## config.mk

```make
export PLATFORM = sky130hd
export DESIGN_NAME = tlpm_front
export DESIGN_NICKNAME = d
export VERILOG_FILES = /design/src/tlpm_pkg.sv /design/src/tlpm_front.sv
export SDC_FILE = /design/constraint.sdc
export NUM_CORES = 2
export LEC_CHECK = 0
export ABC_CLOCK_PERIOD_IN_PS = 24000
export BUFFER_PORTS_ARGS = -buffer_cell sky130_fd_sc_hd__buf_4
export CAP_MARGIN = 15
export CORE_MARGIN = 1.5
export CORE_UTILIZATION = 64
export CTS_BUF_LIST = sky130_fd_sc_hd__clkbuf_8
export CTS_CLUSTER_SIZE = 24
export DETAILED_ROUTE_END_ITERATION = 6
export PLACE_DENSITY = 0.81
export SLEW_MARGIN = 20
export SYNTH_ARGS = -nofsm -noshare
export SYNTH_HDL_FRONTEND = slang
export SYNTH_SLANG_ARGS = --single-unit
export TNS_END_PERCENT = 10
```

## constraint.sdc

```tcl
create_clock -name clk -period 24 [get_ports clk]
set_input_delay 2.4 -clock clk [delete_from_list [all_inputs] [get_ports clk]]
set_output_delay 2.4 -clock clk [all_outputs]
set_load 0.03 [all_outputs]
```

## src/tlpm_pkg.sv

```systemverilog
// Package for the tiled luma modulate block: field widths, luma weights,
// opcodes, register indexes and the item record passed from front to back.
// No dependencies.
package tlpm_pkg;

  localparam int COORD_W = 12;
  localparam int CH_W    = 8;
  localparam int DIM_W   = 9;
  localparam int OUT_W   = 16;
  localparam int LUMA_W  = 24;

  localparam int TILE_MAX_W_DEF = 256;
  localparam int TILE_MAX_H_DEF = 256;

  localparam int QUEUE_DEPTH = 2;

  localparam logic [15:0] LUMA_WR = 16'd19595;
  localparam logic [15:0] LUMA_WG = 16'd38470;
  localparam logic [15:0] LUMA_WB = 16'd7471;
  localparam logic [CH_W:0]   TILE_OFFSET = 9'd85;
  localparam logic [CH_W-1:0] TILE_CEIL   = 8'd255;

  typedef enum logic {
    OP_LOAD   = 1'b0,
    OP_RENDER = 1'b1
  } op_t;

  typedef enum logic {
    CFG_TILE_WIDTH  = 1'b0,
    CFG_TILE_HEIGHT = 1'b1
  } cfg_idx_t;

  // one classified item, tile coordinates already reduced
  typedef struct packed {
    op_t             op;
    logic            in_range;
    logic [DIM_W-1:0] tx;
    logic [DIM_W-1:0] ty;
    logic [CH_W-1:0] red;
    logic [CH_W-1:0] green;
    logic [CH_W-1:0] blue;
    logic [CH_W-1:0] tval;
  } item_t;

endpackage

```

## src/tlpm_front.sv

```systemverilog
// Front end: takes items, computes the tile value of load samples and
// reduces coordinates modulo the tile size, one quotient bit per stage.
// Depends on tlpm_pkg.
module tlpm_front (
  input  logic                          clk,
  input  logic                          rst,
  input  logic                          accept,
  input  logic                          stall,
  input  logic [tlpm_pkg::DIM_W-1:0]    tw,
  input  logic [tlpm_pkg::DIM_W-1:0]    th,
  input  tlpm_pkg::op_t                 op_in,
  input  logic [tlpm_pkg::COORD_W-1:0]  x_in,
  input  logic [tlpm_pkg::COORD_W-1:0]  y_in,
  input  logic [tlpm_pkg::CH_W-1:0]     red_in,
  input  logic [tlpm_pkg::CH_W-1:0]     green_in,
  input  logic [tlpm_pkg::CH_W-1:0]     blue_in,
  output logic                          push,
  output tlpm_pkg::item_t               item
);

  localparam int NSTG = tlpm_pkg::COORD_W;

  typedef struct packed {
    tlpm_pkg::item_t                    it;
    logic [tlpm_pkg::COORD_W-1:0]       xr;
    logic [tlpm_pkg::COORD_W-1:0]       yr;
  } stage_t;

  stage_t                       stg [0:NSTG];
  logic   [NSTG:0]              vld;
  logic   [tlpm_pkg::LUMA_W-1:0] lp_r;
  logic   [tlpm_pkg::LUMA_W-1:0] lp_g;
  logic   [tlpm_pkg::LUMA_W-1:0] lp_b;
  logic   [tlpm_pkg::LUMA_W:0]   lsum;
  logic   [tlpm_pkg::CH_W:0]     lbias;
  logic   [tlpm_pkg::CH_W-1:0]   tval_calc;
  stage_t                       stg0_next;

  // restoring remainder step: shift in the next coordinate bit
  function automatic logic [tlpm_pkg::DIM_W-1:0] rem_step(
    input logic [tlpm_pkg::DIM_W-1:0] rem,
    input logic                       bit_in,
    input logic [tlpm_pkg::DIM_W-1:0] dv
  );
    logic [tlpm_pkg::DIM_W:0] trial;
    trial = {rem, bit_in};
    if (trial >= {1'b0, dv}) begin
      trial = trial - {1'b0, dv};
    end
    return trial[tlpm_pkg::DIM_W-1:0];
  endfunction

  always_comb begin
    stg0_next             = '0;
    stg0_next.it.op       = op_in;
    stg0_next.it.in_range = (x_in < tlpm_pkg::COORD_W'(tw)) &&
                            (y_in < tlpm_pkg::COORD_W'(th));
    stg0_next.it.red      = red_in;
    stg0_next.it.green    = green_in;
    stg0_next.it.blue     = blue_in;
    stg0_next.xr          = x_in;
    stg0_next.yr          = y_in;
  end

  // luma: products registered with stage 0, summed and clamped into stage 1
  always_comb begin
    lsum  = (tlpm_pkg::LUMA_W+1)'(lp_r) + (tlpm_pkg::LUMA_W+1)'(lp_g) +
            (tlpm_pkg::LUMA_W+1)'(lp_b);
    lbias = {1'b0, lsum[23:16]} + tlpm_pkg::TILE_OFFSET;
    tval_calc = lbias[tlpm_pkg::CH_W] ? tlpm_pkg::TILE_CEIL : lbias[tlpm_pkg::CH_W-1:0];
  end

  always_ff @(posedge clk) begin
    if (rst) begin
      vld <= '0;
    end else if (!stall) begin
      vld <= {vld[NSTG-1:0], accept};
    end
  end

  always_ff @(posedge clk) begin
    if (!stall) begin
      stg[0] <= stg0_next;
      lp_r   <= tlpm_pkg::LUMA_W'(tlpm_pkg::LUMA_WR * red_in);
      lp_g   <= tlpm_pkg::LUMA_W'(tlpm_pkg::LUMA_WG * green_in);
      lp_b   <= tlpm_pkg::LUMA_W'(tlpm_pkg::LUMA_WB * blue_in);
      for (int k = 1; k <= NSTG; k++) begin
        stg[k].it.op       <= stg[k-1].it.op;
        stg[k].it.in_range <= stg[k-1].it.in_range;
        stg[k].it.red      <= stg[k-1].it.red;
        stg[k].it.green    <= stg[k-1].it.green;
        stg[k].it.blue     <= stg[k-1].it.blue;
        stg[k].it.tx       <= rem_step(stg[k-1].it.tx, stg[k-1].xr[NSTG-1], tw);
        stg[k].it.ty       <= rem_step(stg[k-1].it.ty, stg[k-1].yr[NSTG-1], th);
        stg[k].xr          <= {stg[k-1].xr[NSTG-2:0], 1'b0};
        stg[k].yr          <= {stg[k-1].yr[NSTG-2:0], 1'b0};
        stg[k].it.tval     <= (k == 1) ? tval_calc : stg[k-1].it.tval;
      end
    end
  end

  assign push = vld[NSTG] && !stall;
  assign item = stg[NSTG].it;

endmodule

```

=== After elaboration in Yosys (flattened, before gate mapping) ===
Memories as Yosys holds them, arrays and structs flattened.
Cells that the tools add are included.

* Output and inout bits: 53
* Register bits: 80
* Memories: 1
* Bits of input ports: 71
* RAM bits: 988
* Logic and storage cells: 114

{| class="wikitable"
|+ Memories
! memory !! words !! bits a word !! rd ports !! clocked after Yosys merged registers in !! write ports !! RTL line !! text
|-
| stg || 13 || 76 || 13 || 0 || 13 || tlpm_front.sv:29 || <nowiki>stage_t stg [0:NSTG];</nowiki>
|}

* Reduce and logical (&&, ||, !) cells: 3
* Add/sub/neg operators: 27
* Muxes and demuxes: 50
* Multipliers: 3
* $lt $le $gt $ge: 26

{| class="wikitable"
|+ Operators with widths
! operator !! number
|-
| two-way mux 9 bit || 48
|-
| >= comparator 10 x 9 -> 1 bit || 24
|-
| subtractor 9 bit || 24
|-
| multiplier 15 x 8 -> 23 bit (first input constant) || 2
|-
| adder 23 x 24 -> 24 bit || 1
|-
| adder 24 x 21 -> 24 bit || 1
|-
| < comparator 12 x 9 -> 1 bit || 2
|-
| multiplier 13 x 8 -> 21 bit (first input constant) || 1
|-
| adder 8 x 7 -> 9 bit (second input constant) || 1
|-
| two-way mux 8 bit || 1
|-
| logical AND 1 bit || 2
|-
| logical NOT 1 bit || 1
|-
| two-way mux 1 bit || 1
|}

=== Depth between registers and ports, before layout ===
* Depth after elaboration: 4
* Gate-level depth with buffers: 17
* Depth with buffers taken out: 17

=== Worst setup path after synthesis ===
Ideal clock, no wire load.

* Kind: in2reg
* Start: input port stall
* End: register lp_b[0] (netlist bit), enable pin
* Setup slack: 3,143 ps
* Cell stages on the path: 3
* Arrival time: 19,645 ps
* Required time: 22,788 ps
* Cells stage by stage: clkbuf_1 > clkbuf_1 > inv_1

{| class="wikitable"
|+ RTL lines
! element !! RTL line !! text
|-
| start: declaration || tlpm_front.sv:8 || <nowiki>input logic stall,</nowiki>
|-
| end signal: assignment || tlpm_front.sv:86 || <nowiki>lp_b <= tlpm_pkg::LUMA_W'(tlpm_pkg::LUMA_WB * blue_in);</nowiki>
|-
| end: declaration || tlpm_front.sv:33 || <nowiki>logic [tlpm_pkg::LUMA_W-1:0] lp_b;</nowiki>
|}

No word-level cell between the ends.

==> out/metrics.cfg <==
[sta]
setup_viol = 0
tns_ns = 0
fmax_mhz = 161
worstMarginPinSlew_ns = 0.975
slew_headroom_pct = 35.0
fin_crit_sh_pct = 25.9
hold_viol = 0
rsz0062_at_grt = false
hold_slack_ns = 0.382
period_needed_ns = 6.22
skew_ns = 0.0446
maxSlewViolCount = 0

[synth]
synth_top_family_by_area = adder cells
ys_seq_elements = 883
yosysSeqAreaShare_pct = 60.1
synthArstFlopShare_pct = 0
synth-warning-count = 0
synth_ff_type = edfxtp_1
syn_inst = 3122
synth.top_cell.area_share_pct = 59.5
muxShareOfSynthArea_pct = 1.45
synth_top_area_cell = edfxtp_1
synthDistinctLibCells = 63
synth_compound_gate_area_share_pct = 8.28
synthesis.area_sq_um = 43900
synthTopCellsByArea = edfxtp_1 (59%), ha_1 (12%), fa_1 (4.7%), xnor2_1 (3.1%), a21oi_1 (2.8%)
yosys.area_share.xor_xnor_pct = 3.97
syn_avg_cell_area_sq_um = 14.1
synth-adder-area-share_pct = 16.7
syn_nets = 3717
yosys.area_share.simple_pct = 6.50
synth_edf_count = 870

[cts]
tritoncts = done
cts_buffers = 144
h-tree-depth = 4
clkTransAtPathRegs_ns = 0.06
clk_path_buf_depth = 3
post_cts_buffers = 0
clk-insertion-delay-late_ns = 0.81
root_buffer = clkbuf_8
hold_buffers = 0
cts_num_sinks = 883
cts_resized = 0

[route]
wl_per_cell_microns = 18.7
vias = 24900
route.detailed.drc = 0
vias_per_cell = 5.79
drt_iter0_markers = 1792
ant_nets = 0
totalWireLength_microns = 80100
firstDrtPassIters = 6

[placement]
numPortBuffers = 123
gp_congestion = 0.872
dp_hpwl_microns = 54500
placedInstanceArea_sq_um = 45500

[setup_path]
reg2reg_to = stg[0][104]
start_kind = input pin
cp_max_fo = 135
r2r_cells = 11
crit_path_start = stall
critPathCaptureType = flip-flop
arrival_ns = 6.64
reg2reg_from = lp_g[5]
crit_type = input pin to flip-flop
regToRegSetupSlack_ns = 20.34
cp.required_ns = 24.41

[status]
outcome = finished clean

[cells_and_area]
drive_gt1_share_pct = 11.5
final_nets = 3917
stdcell_area_sq_um = 48400
syn_to_final_growth_pct = 10.1

[global_routing]
grt_pass1_wl_microns = 128000
overflow = 0
grt_max_degree = 136
antenna_found_initial = 2
grt_pass1_vias = 25600
grt_use_total_pct = 23.2

[power_and_ir_drop]
p_int_mw = 3.69
clock_power_share_pct = 23.0
cellLeakagePower_nw = 19.9
seqPwrFrac_pct = 39.8
irDropWorstVdd_mv = 0.0955
switchingPower_mw = 1.89
p_comb_share_pct = 37.3
power_density_nw_per_um2 = 115
swShare_pct = 33.9

[floorplan]
initial_core_util_pct = 65.1
dieHeight_microns = 265
fp-row-count = 95
ios = 124
die_area_sq_um = 70200
die_w_microns = 265
core_area_sq_um = 67500

[flow_run]
drv_cap = 0

[min_path]
hp-class = flip-flop to flip-flop
min_path_cells = 0
min_to = stg[0][335]
min_from = stg[0][259]

registers in the layout, indices dropped and copies added (netlist names):
signal / cells
stg: 803
lp_g: 23
lp_r: 23
lp_b: 21
vld: 13
logic make-up (layout without fill, tap and decap cells):
family,count (synthesis),count (layout)
adders and majority gates,524,524
xor gates and xnor gates,199,199
AOI/OAI and AO/OA,577,577
muxes,58,58
and+or+nand+nor,577,577
DFF,883,883
buffers and inverters,304,604
other,0,1
metal layers:
layer  vias to the layer above  track usage (%)  part of all wire [%]
li1                      11900                -                     -
met2                       643             39.3                    50
met1                     12200             29.9                    42
met4                         0             8.99                   2.8
met5                         -                0                     0
met3                       167             4.39                   5.1
cell usage in the layout (no fill, tap or decap), types with 104 or more instances in the layout:
master and n:
inv_1 255, a21o_1 154, clkbuf_8 149, xnor2_1 157, ha_1 420, buf_4 132
nor2_1 233, fa_1 104, edfxtp_1 870, a21oi_1 246
critical path, cell delays in order:
cell   delay (ns)
buf_4        0.20
inv_8        0.60
buf_4        0.81
buf_4        0.79
buf_6        0.69
buf_4        0.88
worst max-delay path by stage:
stage,cells past startpoint,slack [ns],to
after floorplan,3,3.14,lp_b[0]
after global placement,6,16.84,stg[0][49]
after detailed placement,6,16.58,stg[0][55]
after CTS,6,17.48,stg[0][582]
after global routing,6,17.42,stg[1][202]
final,6,17.78,stg[0][50]
cell usage after synthesis, types with 32 or more instances:
cell type / instances
nand2_1: 58
inv_1: 225
xor2_1: 42
nand2b_1: 68
edfxtp_1: 870
buf_4: 52
xnor2_1: 157
a21oi_1: 246
nor2_1: 233
nand4_1: 49
fa_1: 104
o21ai_0: 59
a21o_1: 154
a211oi_1: 32
nor2b_1: 85
ha_1: 420
mux2_2: 45
through the flow:
step	util, %	instances	setup slack, ns	power (mW)
2_1_floorplan	-	3122	3.14	3.90
3_3_place_gp	67.5	4049	16.84	4.20
3_5_place_dp	67.5	4049	16.58	4.30
4_1_cts	71.6	4295	17.48	5.61
5_1_grt	71.6	4296	17.42	5.95
6_report	71.6	4296	17.78	5.58
power groups by stage:
stage,registers [mW],logic (mW),clock network [mW]
5_1_grt,2.24,2.33,1.38
6_report,2.22,2.08,1.28
4_1_cts,2.22,2.08,1.32
3_5_place_dp,2.25,2.05,0
2_1_floorplan,2.24,1.66,0
3_3_place_gp,2.24,1.96,0
cell type report:
| cell class | instances | area, sq um |
|---|---|---|
| fillers | 4232 | 19200 |
| flip-flops and latches | 883 | 26400 |
| clock inverters | 97 | 758 |
| diodes | 1 | 2.50 |
| repair buffers | 133 | 1000 |
| well taps | 873 | 1090 |
| clock buffers | 149 | 2050 |
| inverters | 225 | 852 |
| multi-input cells | 1935 | 16200 |
Note: power is estimated with default switching activity, not from simulation.
