[src/tlpm_pkg.sv]
// Package for the tiled luma modulate block: field widths, luma weights,
// opcodes, register indexes and the item record passed from front to back.
// No dependencies.
package tlpm_pkg;

  localparam int COORD_W = 12;
  localparam int CH_W    = 8;
  localparam int DIM_W   = 9;
  localparam int OUT_W   = 16;
  localparam int LUMA_W  = 24;

  localparam int TILE_MAX_W_DEF = 256;
  localparam int TILE_MAX_H_DEF = 256;

  localparam int QUEUE_DEPTH = 2;

  localparam logic [15:0] LUMA_WR = 16'd19595;
  localparam logic [15:0] LUMA_WG = 16'd38470;
  localparam logic [15:0] LUMA_WB = 16'd7471;
  localparam logic [CH_W:0]   TILE_OFFSET = 9'd85;
  localparam logic [CH_W-1:0] TILE_CEIL   = 8'd255;

  typedef enum logic {
    OP_LOAD   = 1'b0,
    OP_RENDER = 1'b1
  } op_t;

  typedef enum logic {
    CFG_TILE_WIDTH  = 1'b0,
    CFG_TILE_HEIGHT = 1'b1
  } cfg_idx_t;

  // one classified item, tile coordinates already reduced
  typedef struct packed {
    op_t             op;
    logic            in_range;
    logic [DIM_W-1:0] tx;
    logic [DIM_W-1:0] ty;
    logic [CH_W-1:0] red;
    logic [CH_W-1:0] green;
    logic [CH_W-1:0] blue;
    logic [CH_W-1:0] tval;
  } item_t;

endpackage

[src/tlpm_queue.sv]
// Small FIFO that decouples the front end from the tile store side.
// Depends on tlpm_pkg.
module tlpm_queue #(
  parameter int DEPTH = tlpm_pkg::QUEUE_DEPTH
) (
  input  logic            clk,
  input  logic            rst,
  input  logic            push,
  input  tlpm_pkg::item_t wr_item,
  input  logic            pop,
  output tlpm_pkg::item_t rd_item,
  output logic            empty,
  output logic            full
);

  localparam int PW = (DEPTH > 1) ? $clog2(DEPTH) : 1;
  localparam int CW = $clog2(DEPTH + 1);

  tlpm_pkg::item_t mem [0:DEPTH-1];
  logic [PW-1:0]   wr_ptr;
  logic [PW-1:0]   rd_ptr;
  logic [CW-1:0]   count;
  logic            do_push;
  logic            do_pop;

  assign empty   = (count == '0);
  assign full    = (count == CW'(DEPTH));
  assign do_push = push && !full;
  assign do_pop  = pop && !empty;
  assign rd_item = mem[rd_ptr];

  always_ff @(posedge clk) begin
    if (rst) begin
      wr_ptr <= '0;
      rd_ptr <= '0;
      count  <= '0;
    end else begin
      if (do_push) begin
        wr_ptr <= (wr_ptr == PW'(DEPTH - 1)) ? '0 : wr_ptr + 1'b1;
      end
      if (do_pop) begin
        rd_ptr <= (rd_ptr == PW'(DEPTH - 1)) ? '0 : rd_ptr + 1'b1;
      end
      count <= count + CW'(do_push) - CW'(do_pop);
    end
  end

  always_ff @(posedge clk) begin
    if (do_push) begin
      mem[wr_ptr] <= wr_item;
    end
  end

endmodule

[config.mk]
export PLATFORM = sky130hd
export DESIGN_NAME = tlpm_queue
export DESIGN_NICKNAME = d
export VERILOG_FILES = /design/src/tlpm_pkg.sv /design/src/tlpm_queue.sv
export SDC_FILE = /design/constraint.sdc
export NUM_CORES = 1
export LEC_CHECK = 0
export ABC_CLOCK_PERIOD_IN_PS = 6800
export BUFFER_PORTS_ARGS = -buffer_cell sky130_fd_sc_hd__buf_4
export CORE_MARGIN = 2
export CORE_UTILIZATION = 55
export DETAILED_ROUTE_END_ITERATION = 10
export GPL_ROUTABILITY_DRIVEN = 0
export PLACE_DENSITY = 0.83
export SYNTH_ARGS = -nofsm -noshare
export SYNTH_HDL_FRONTEND = slang
export SYNTH_SLANG_ARGS = --single-unit
[constraint.sdc]
create_clock -name clk -period 6.8 [get_ports clk]
set_input_delay 0 -clock clk [delete_from_list [all_inputs] [get_ports clk]]
set_output_delay 0 -clock clk [all_outputs]
set_load 0.03 [all_outputs]
* Word level (Yosys, flattened, before mapping)
Memory sizes are Yosys's and may differ from the RTL's. A register that Yosys moved wholly into a read port is not among the register bits.
Index checks and enable logic that the tools add are counted.
** Word-level totals
- Bits of input ports :: 56
- Memory bits (read-only) :: 0
- Output and inout bits :: 54
- Word-level logic and storage cells :: 20
- Memory bits (writable) :: 104
- Memories kept :: 1
- Bits in registers :: 4
- Bits in latches :: 0
** Memories
- mem :: depth 2, width 52, read ports 1, clocked after Yosys merged registers in 1, wr ports 1, line tlpm_queue.sv:19 : tlpm_pkg::item_t mem [0:DEPTH-1];
** Cells by class
- Mux-type cells :: 6
- Eq/ne operators :: 1
- $add $sub $neg :: 4
- Shift operators :: 0
- Divide/modulo/power cells :: 0
- Bitwise gates (word level) :: 0
- Reductions and logical operators :: 5
- Multipliers :: 0
- Order comparisons :: 0
** Operator list (count)
- 1-bit 2-to-1 mux :: 6
- 1-bit adder (second input constant) :: 2
- 2-bit by 1-bit adder with 2-bit output :: 1
- 2-bit == test (second input constant) :: 1
- 1-bit logical AND :: 2
- 1-bit zero test :: 2
- 2-bit zero test :: 1
- 2-bit by 1-bit subtractor with 2-bit output :: 1

* Depth between registers and ports, before layout
Gate-level depths: netlist of run 1.
- Word-level depth :: 5
- Mapped depth :: 8
- Depth with buffers taken out :: 8

* Worst setup path after synthesis of run 1
Ideal clock, no wire load.
- Kind :: reg2reg
- From :: register count[0]
- To :: memory mem[0][0] (netlist name) (enable)
- Path buffers :: 0
- Library setup time :: 0.406 ns
- Required time :: 6.394 ns
- Path slack :: 4.462 ns
- Cell stages (with the launch flop) :: 5
- Data arrival time :: 1.932 ns
- Path through :: dfxtp_1 > nand2b_2 > inv_2 > or3_1 > inv_1
** Between the ends
- Longest elaborated chain between the ends :: 5
** Ends and longest elaborated chain
- from (decl) :: line tlpm_queue.sv:22 : logic [CW-1:0] count;
- from (signal assigned) :: line tlpm_queue.sv:44 : count <= count + CW'(do_push) - CW'(do_pop);
- 2-bit == test :: line tlpm_queue.sv:27 : assign full = (count == CW'(DEPTH));
- net full :: line tlpm_queue.sv:13 : output logic full
- 1-bit zero test :: line tlpm_queue.sv:28 : assign do_push = push && !full;
- 1-bit logical AND :: line tlpm_queue.sv:28
- 1-bit 2-to-1 mux :: line tlpm_queue.sv:49 : if (do_push) begin
- 1-bit 2-to-1 mux (implied by the code) :: line tlpm_queue.sv:50 : mem[wr_ptr] <= wr_item;
- to (decl) :: line tlpm_queue.sv:19
The timed path passes the listed nets, and every way through them passes these cells.

* Worst setup path in the final report of run 1
- From :: register count[0]
- To :: memory mem[0][45] (netlist name) (enable)
** Between the ends
- Longest elaborated chain between the ends :: 5
** Ends and longest elaborated chain (line)
- 2-bit == test :: tlpm_queue.sv:27
- 1-bit zero test :: tlpm_queue.sv:28
- 1-bit logical AND :: tlpm_queue.sv:28
- 1-bit 2-to-1 mux :: tlpm_queue.sv:49
- 1-bit 2-to-1 mux (implied by the code) :: tlpm_queue.sv:50
No other way between the ends.

==> summary.md, run 1 <==
| Metric | Value |
|---|---|
| Chip width | `89.1 um` |
| DRT Pass-1 Iters | `4` |
| Max Cap Viol | `0` |
| DIE AREA | `7940 sq um` |
| Min Tclk post-route | `2150 ps` |
| Synth Area in Compound Gates | `0.440%` |
| Clock Skew | `9.74 ps` |
| Hold WC Path Type | `in2reg` |
| Most frequent cell after synthesis | `edfxtp_1` |
| Slew HR | `24.4%` |
| Die Y | `89.1 um` |
| Num CTS Buffers | `9` |
| Fin crit share | `31.7%` |
| DR vias | `2254` |
| Post-Syn Area | `3990 sq um` |
| Largest net degree at the start of global routing | `53` |
| Post-detail-place hpwl | `4.45 mm` |
| Status | `completed` |
| Setup-failing EPs final | `0` |
| Placed Area | `4900 sq um` |
| Clock slew at reported path FFs | `90 ps` |
| Synth-to-Final Area Change | `42.1%` |
| CTS H-tree depth | `3` |
| Share of flip-flops with an asynchronous set or reset | `0%` |
| Area share of the largest cell type after synthesis | `78.4%` |
| DR iter-0 viols | `99` |
| Syn Area/Cell | `21.1 sq um` |
| Leakage | `2.15 nW` |
| Setup tns final | `0 ps` |
| Startpoint Class | `flop` |
| Initial antenna violation count | `1` |
| Dominant synthesized flop cell | `edfxtp_1` |
| Adder-cell share of the synthesized area | `0.628%` |
| Post-Synth XOR/XNOR Area | `0.440%` |
| Peak supply drop | `0.383 mV` |
| Skew-Pair Late Insertion Delay | `350 ps` |
| Largest family of logic cells by synthesized area | `multiplexers` |
| Commonest cells post-synth | `edfxtp_1 (104), mux2_2 (52), buf_4 (5), dfxtp_1 (5), nor2_1 (4)` |
| Total gr overflow | `0` |
| Syn_nets | `247` |
| Vias in the first global route | `2370` |
| # resized after CTS | `0` |
| Post-Route WL | `7.64 mm` |
| Ys Warns | `0` |
| Gr usage total | `19.2%` |
| Post-synth EDFFs | `104` |
| Fin nets | `416` |
| CTS Root Buffer Type | `clkbuf_8` |
| Kind of critical path | `reg2reg` |
| CTS tree | `done` |
| Synth Area in Simple Gates | `1.48%` |
| Core ar. | `7140 sq um` |
| Initial Utilization | `55.8%` |
| RSZ-0062 raised after global routing | `no` |
| Vias per Instance | `4.88` |
| First-pass GRT wire length | `11.0 mm` |
| Post-Layout Inst Area | `5660 sq um` |
| Ports | `110` |
| Final Util | `79.3%` |
| WL/cell | `16.5 um` |
| Fillers | `418` |
| WHS | `50.4 ps` |
| CP endpoint kind | `flop` |
| CP Max Fanout | `52` |
| CTS sink cnt | `109` |
| Ranking of synthesized cells by area | `edfxtp_1 (78%), mux2_2 (15%), dfxtp_1 (2.5%), buf_4 (0.94%), ha_1 (0.63%)` |
| Reg2Reg Depth | `4` |
| CP Data Required Time | `6760 ps` |
| Final Hold Fails | `0` |
| F_max | `465 MHz` |
| Clock buffer depth | `2` |
| Seq/Total Area, Yosys | `80.9%` |
| ANT nets after route | `0` |
| Count of input and output buffers | `109` |
| Synth cell types | `21` |
| Pwr per Cell Area | `368 nW/um^2` |
| Final Max Slew Viols | `0` |
| Actual slew at the worst max-slew pin | `1130 ps` |
| Share of layout cells above drive strength 1 | `50.0%` |
| Worst Path Arrival | `2120 ps` |
| Yosys reg bits | `109` |
| Hold path depth | `4` |
| DRC violations left | `0` |
| Post-synthesis mux area share | `14.7%` |
| Yosys top cell by area | `edfxtp_1` |
| Syn Inst Count | `189` |
| Rows | `31` |
sequential cells by signal (all words and copies together) (netlist names), named ones only:
register / count
wr_ptr: 1
rd_ptr: 1
count: 2
mem: 104
final cells by class:
cell class              count  area, sq um  area share, %
well taps                  99          124           2.19
clock buffers              11          131           2.32
clock inverters             4         97.6           1.72
inverters                   4         15.0          0.265
repair buffers            164         1360           24.1
flip-flops and latches    109         3220           56.9
diodes                      1         2.50         0.0442
multi-input cells          70          704           12.4
worst max-delay path, cell delays in order (launching register included):
cell and delay (ps):
dfxtp_1 370, nand2b_2 150, inv_2 40, or3_1 340, inv_2 820
worst paths after layout:
kind | slack, ps | to | start
hold / removal | 50 | wr_ptr$_SDFFE_PP0P_ | push
setup / recovery | 4650 | mem[0][45]$_DFFE_PP_ | count[0]$_SDFF_PP0_
setup reg to reg | 4650 | mem[0][45]$_DFFE_PP_ | count[0]$_SDFF_PP0_
hold reg to reg | 500 | wr_ptr$_SDFFE_PP0P_ | wr_ptr$_SDFFE_PP0P_
kinds of logic (layout without fill, tap and decap cells):
group                    count (synthesis)  in the layout
buffers and inverters                   10            183
adder cells (fa/ha/maj)                  2              2
flip-flops                             109            109
AO/OA/AOI/OAI                            3              3
AND/OR/NAND/NOR                         11             11
XOR/XNOR                                 2              2
multiplexers                            52             52
other                                    0              1
metrics by stage:
stage | cells | setup slack [ps] | power [mW]
2_1_floorplan | 189 | 4460 | 1.39
3_3_place_gp | 393 | 4680 | 1.62
3_5_place_dp | 393 | 4620 | 1.64
4_1_cts | 461 | 4610 | 2.10
5_1_grt | 462 | 4490 | 2.17
6_report | 462 | 4650 | 2.09
layer usage:
metal,GRT usage (%),vias up,wire length [um]
met2,36.0,68,4350
met4,8.41,0,199
met3,4.62,15,296
li1,-,1066,-
met1,20.3,1105,2780
met5,0,-,0
cells in the final DEF, fill, tap and decap left out, types with 2 or more instances in the layout:
master	count
inv_1	2
clkbuf_1	2
clkbuf_8	9
dlygate4sd3_1	53
bufinv_16	3
nor2_1	4
inv_2	2
mux2_2	52
dfxtp_1	4
buf_4	111
edfxtp_1	104
ha_1	2
timing repair:
| item | 4_1_cts | 5_1_grt |
|---|---|---|
| setup endpoints to repair | 0 | 0 |
| hold endpoints to repair | 109 | 0 |
| buffers inserted | 0 | 0 |
| hold buffers | 53 | 0 |
where the power goes:
group / switching (mW) / total [mW] / internal (mW)
clock: 0.195 / 0.438 / 0.243
combinational: 0.425 / 0.740 / 0.315
sequential: 0.0496 / 0.907 / 0.857
total: 0.670 / 2.09 / 1.42
Note: power is estimated with default switching activity, not from simulation.
==> run 2, diff against run 1 <==
--- a/config.mk
+++ b/config.mk
@@ -5,13 +5,13 @@
 export SDC_FILE = /design/constraint.sdc
 export NUM_CORES = 1
 export LEC_CHECK = 0
-export ABC_CLOCK_PERIOD_IN_PS = 6800
+export ABC_CLOCK_PERIOD_IN_PS = 2040
 export BUFFER_PORTS_ARGS = -buffer_cell sky130_fd_sc_hd__buf_4
 export CORE_MARGIN = 2
-export CORE_UTILIZATION = 55
+export CORE_UTILIZATION = 51
 export DETAILED_ROUTE_END_ITERATION = 10
 export GPL_ROUTABILITY_DRIVEN = 0
-export PLACE_DENSITY = 0.83
+export PLACE_DENSITY = 0.78
 export SYNTH_ARGS = -nofsm -noshare
 export SYNTH_HDL_FRONTEND = slang
 export SYNTH_SLANG_ARGS = --single-unit
==> constraint.sdc (replaced) <==
create_clock -name clk -period 2.04 [get_ports clk]
set_input_delay 0 -clock clk [delete_from_list [all_inputs] [get_ports clk]]
set_output_delay 0 -clock clk [all_outputs]
set_load 0.03 [all_outputs]
==> run 2 against run 1 <==
  * Global-route usage shrank 2.3 points
  * Setup slack lost 4300 ps
  * Register-to-register slack lost 4300 ps
  * Clock power grew to 3.5 times the previous value
  * Wire length shrank 6.0%
  * Sequential power grew to 3.2 times the previous value
  * Design area grew 1.3%
  * Non-clock buffer count grew 4
  * Highest routed layer unchanged
==> summary.md, run 2 (same netlist as run 1, synthesis figures left out) <==
| Metric | Value |
|---|---|
| Status | `completed (unchanged)` |
| CP Data Required Time | `2080 ps (was 6760 ps)` |
| Most common cell after layout, fill and taps aside | `buf_4 (unchanged)` |
| Multi-input gate area | `704 sq um (unchanged)` |
| DRT Pass-1 Iters | `4 (unchanged)` |
| Setup tns final | `0 ps (unchanged)` |
| Core ar. | `7650 sq um (was 7140 sq um)` |
| Num CTS Buffers | `9 (unchanged)` |
| CTS H-tree depth | `3 (unchanged)` |
| Inserted Diodes | `0 (was 1)` |
| Initial Utilization | `52.1% (was 55.8%)` |
| Largest reg by FF count | `mem (unchanged)` |
| Min Tclk post-route | `1700 ps (was 2150 ps)` |
| Pint | `4.78 mW (was 1.42 mW)` |
| Hold EP | `wr_ptr$_SDFFE_PP0P_ (unchanged)` |
| Skew-Pair Late Insertion Delay | `360 ps (was 350 ps)` |
| CP endpoint kind | `flop (unchanged)` |
| Pwr per Cell Area | `1230 nW/um^2 (was 368 nW/um^2)` |
| Setup-failing EPs final | `0 (unchanged)` |
| Leakage | `2.18 nW (was 2.15 nW)` |
| Initial antenna violation count | `0 (was 1)` |
| CP Max Fanout | `21 (was 52)` |
| Post-Route WL | `7.18 mm (was 7.64 mm)` |
| Fillers | `448 (was 418)` |
| Peak supply drop | `0.791 mV (was 0.383 mV)` |
| Sw power | `2.29 mW (was 0.670 mW)` |
| Post-detail-place hpwl | `4.42 mm (was 4.45 mm)` |
| Sequential Power Share | `41.6% (was 43.5%)` |
| WL/cell | `15.3 um (was 16.5 um)` |
| CTS tree | `done (unchanged)` |
| Fin nets | `420 (was 416)` |
| Hold path depth | `4 (unchanged)` |
| DRC violations left | `0 (unchanged)` |
| Clock Skew | `9.12 ps (was 9.74 ps)` |
| Actual slew at the worst max-slew pin | `417 ps (was 1130 ps)` |
| Startpoint Class | `flop (unchanged)` |
| DIE AREA | `8540 sq um (was 7940 sq um)` |
| Max Cap Viol | `0 (unchanged)` |
| Gr usage total | `16.8% (was 19.2%)` |
| Die Y | `92.4 um (was 89.1 um)` |
| Fin crit share | `83.6% (was 31.7%)` |
| # resized after CTS | `0 (unchanged)` |
| CTS sink cnt | `109 (unchanged)` |
| DR vias | `2246 (was 2254)` |
| Clock Power Share | `21.9% (was 21.0%)` |
| Vias in the first global route | `2292 (was 2370)` |
| Number of flip-flops in the largest register | `104 (unchanged)` |
| Chip width | `92.4 um (was 89.1 um)` |
| Share of layout cells above drive strength 1 | `51.2% (was 50.0%)` |
| Hold WC Path Type | `in2reg (unchanged)` |
| Final Max Slew Viols | `0 (unchanged)` |
| Registers with the most flip-flops | `mem x104, count x2 (unchanged)` |
| Reg2Reg Depth | `5 (was 4)` |
| R2R Path End | `mem[0][26]$_DFFE_PP_ (was mem[0][45]$_DFFE_PP_)` |
| Ports | `110 (unchanged)` |
| Final Util | `75.0% (was 79.3%)` |
| Total gr overflow | `0 (unchanged)` |
| Synth-to-Final Area Change | `43.9% (was 42.1%)` |
| Critical hold path startpoint | `push (unchanged)` |
| WHS | `31.3 ps (was 50.4 ps)` |
| Sw frac | `32.4% (was 32.1%)` |
| Most frequent cells in the layout | `buf_4 (114), edfxtp_1 (104), dlygate4sd3_1 (53) (was buf_4 (111), edfxtp_1 (104), dlygate4sd3_1 (53))` |
| ANT nets after route | `0 (unchanged)` |
| Combinational share of power | `36.6% (was 35.5%)` |
| RSZ-0062 raised after global routing | `no (unchanged)` |
| Final Hold Fails | `0 (unchanged)` |
| F_max | `587 MHz (was 465 MHz)` |
| Vias per Instance | `4.79 (was 4.88)` |
| Count of input and output buffers | `109 (unchanged)` |
| DR iter-0 viols | `93 (was 99)` |
| Kind of critical path | `reg2reg (unchanged)` |
| CTS Root Buffer Type | `clkbuf_8 (unchanged)` |
| Clock slew at reported path FFs | `100 ps (was 90 ps)` |
| Reg2Reg Setup Slack | `340 ps (was 4650 ps)` |
| Slew HR | `72.2% (was 24.4%)` |
| Clock buffer depth | `2 (unchanged)` |
| Rows | `32 (was 31)` |
| Worst Path Arrival | `1740 ps (was 2120 ps)` |
| First-pass GRT wire length | `10.8 mm (was 11.0 mm)` |
| Largest net degree at the start of global routing | `32 (was 53)` |
| Register area | `3220 sq um (unchanged)` |
| R2r startpoint | `count[0]$_SDFF_PP0_ (unchanged)` |
==> run 2: cell count changes in the layout (fill, tap and decap cells not counted) <==
cell	delta
diode_2	-1
buf_12	+1
inv_2	-1
inv_6	+1
buf_4	+3
clkbuf_1	-2
clkinvlp_4	+1
inv_8	+2
==> run 2: worst max path at each step <==
stage                     slack [ps]                start              endpoint
after CTS                        330  count[0]$_SDFF_PP0_   mem[0][3]$_DFFE_PP_
final                            340  count[0]$_SDFF_PP0_  mem[0][26]$_DFFE_PP_
after floorplan                   80  count[0]$_SDFF_PP0_   mem[0][0]$_DFFE_PP_
after global placement           410  count[0]$_SDFF_PP0_  mem[0][15]$_DFFE_PP_
after global routing             260  count[0]$_SDFF_PP0_  mem[0][26]$_DFFE_PP_
after detailed placement         350  count[0]$_SDFF_PP0_  mem[0][17]$_DFFE_PP_
==> run 2: cell type report <==
type | count | area share, %
well taps | 102 | 2.23
multi-input cells | 70 | 12.3
flip-flops and latches | 109 | 56.2
clock inverters | 7 | 2.25
clock buffers | 9 | 2.16
repair buffers | 168 | 24.5
inverters | 4 | 0.327
==> run 2: timing repair <==
action / CTS / global route
endpoints found under the hold margin: 109 / 0
hold buffers: 53 / 0
buffers inserted: 0 / 0
==> run 2: power groups by stage <==
stage	clock [mW]	sequential (mW)	combinational [mW]
2_1_floorplan	0	2.96	1.68
3_3_place_gp	0	2.97	2.50
3_5_place_dp	0	2.99	2.51
4_1_cts	1.59	2.94	2.60
5_1_grt	1.66	2.97	2.72
6_report	1.55	2.94	2.59
==> run 2: layer usage <==
layer / vias to the layer above / share of wire [%] / global-route usage, %
met1: 1094 / 42 / 20.0
met2: 69 / 53 / 29.7
li1: 1075 / - / -
met3: 8 / 4.5 / 3.82
met5: - / 0 / 0
met4: 0 / 1.0 / 6.84
==> run 2: per-stage QoR <==
| stage | instance area (sq um) | power (mW) | worst slack, ps | instances |
|---|---|---|---|---|
| 2_1_floorplan | 3990 | 4.64 | 83.8 | 189 |
| 3_3_place_gp | 4950 | 5.47 | 413 | 400 |
| 3_5_place_dp | 4950 | 5.50 | 347 | 400 |
| 4_1_cts | 5730 | 7.13 | 334 | 469 |
| 5_1_grt | 5730 | 7.35 | 258 | 469 |
| 6_report | 5730 | 7.07 | 335 | 469 |
==> run 2: worst max-delay path, cell delays in order (launching register included) <==
cell and delay, ps:
dfxtp_1 400, nand2b_2 160, inv_2 50, or3_1 360
clkinvlp_4 120, buf_4 290
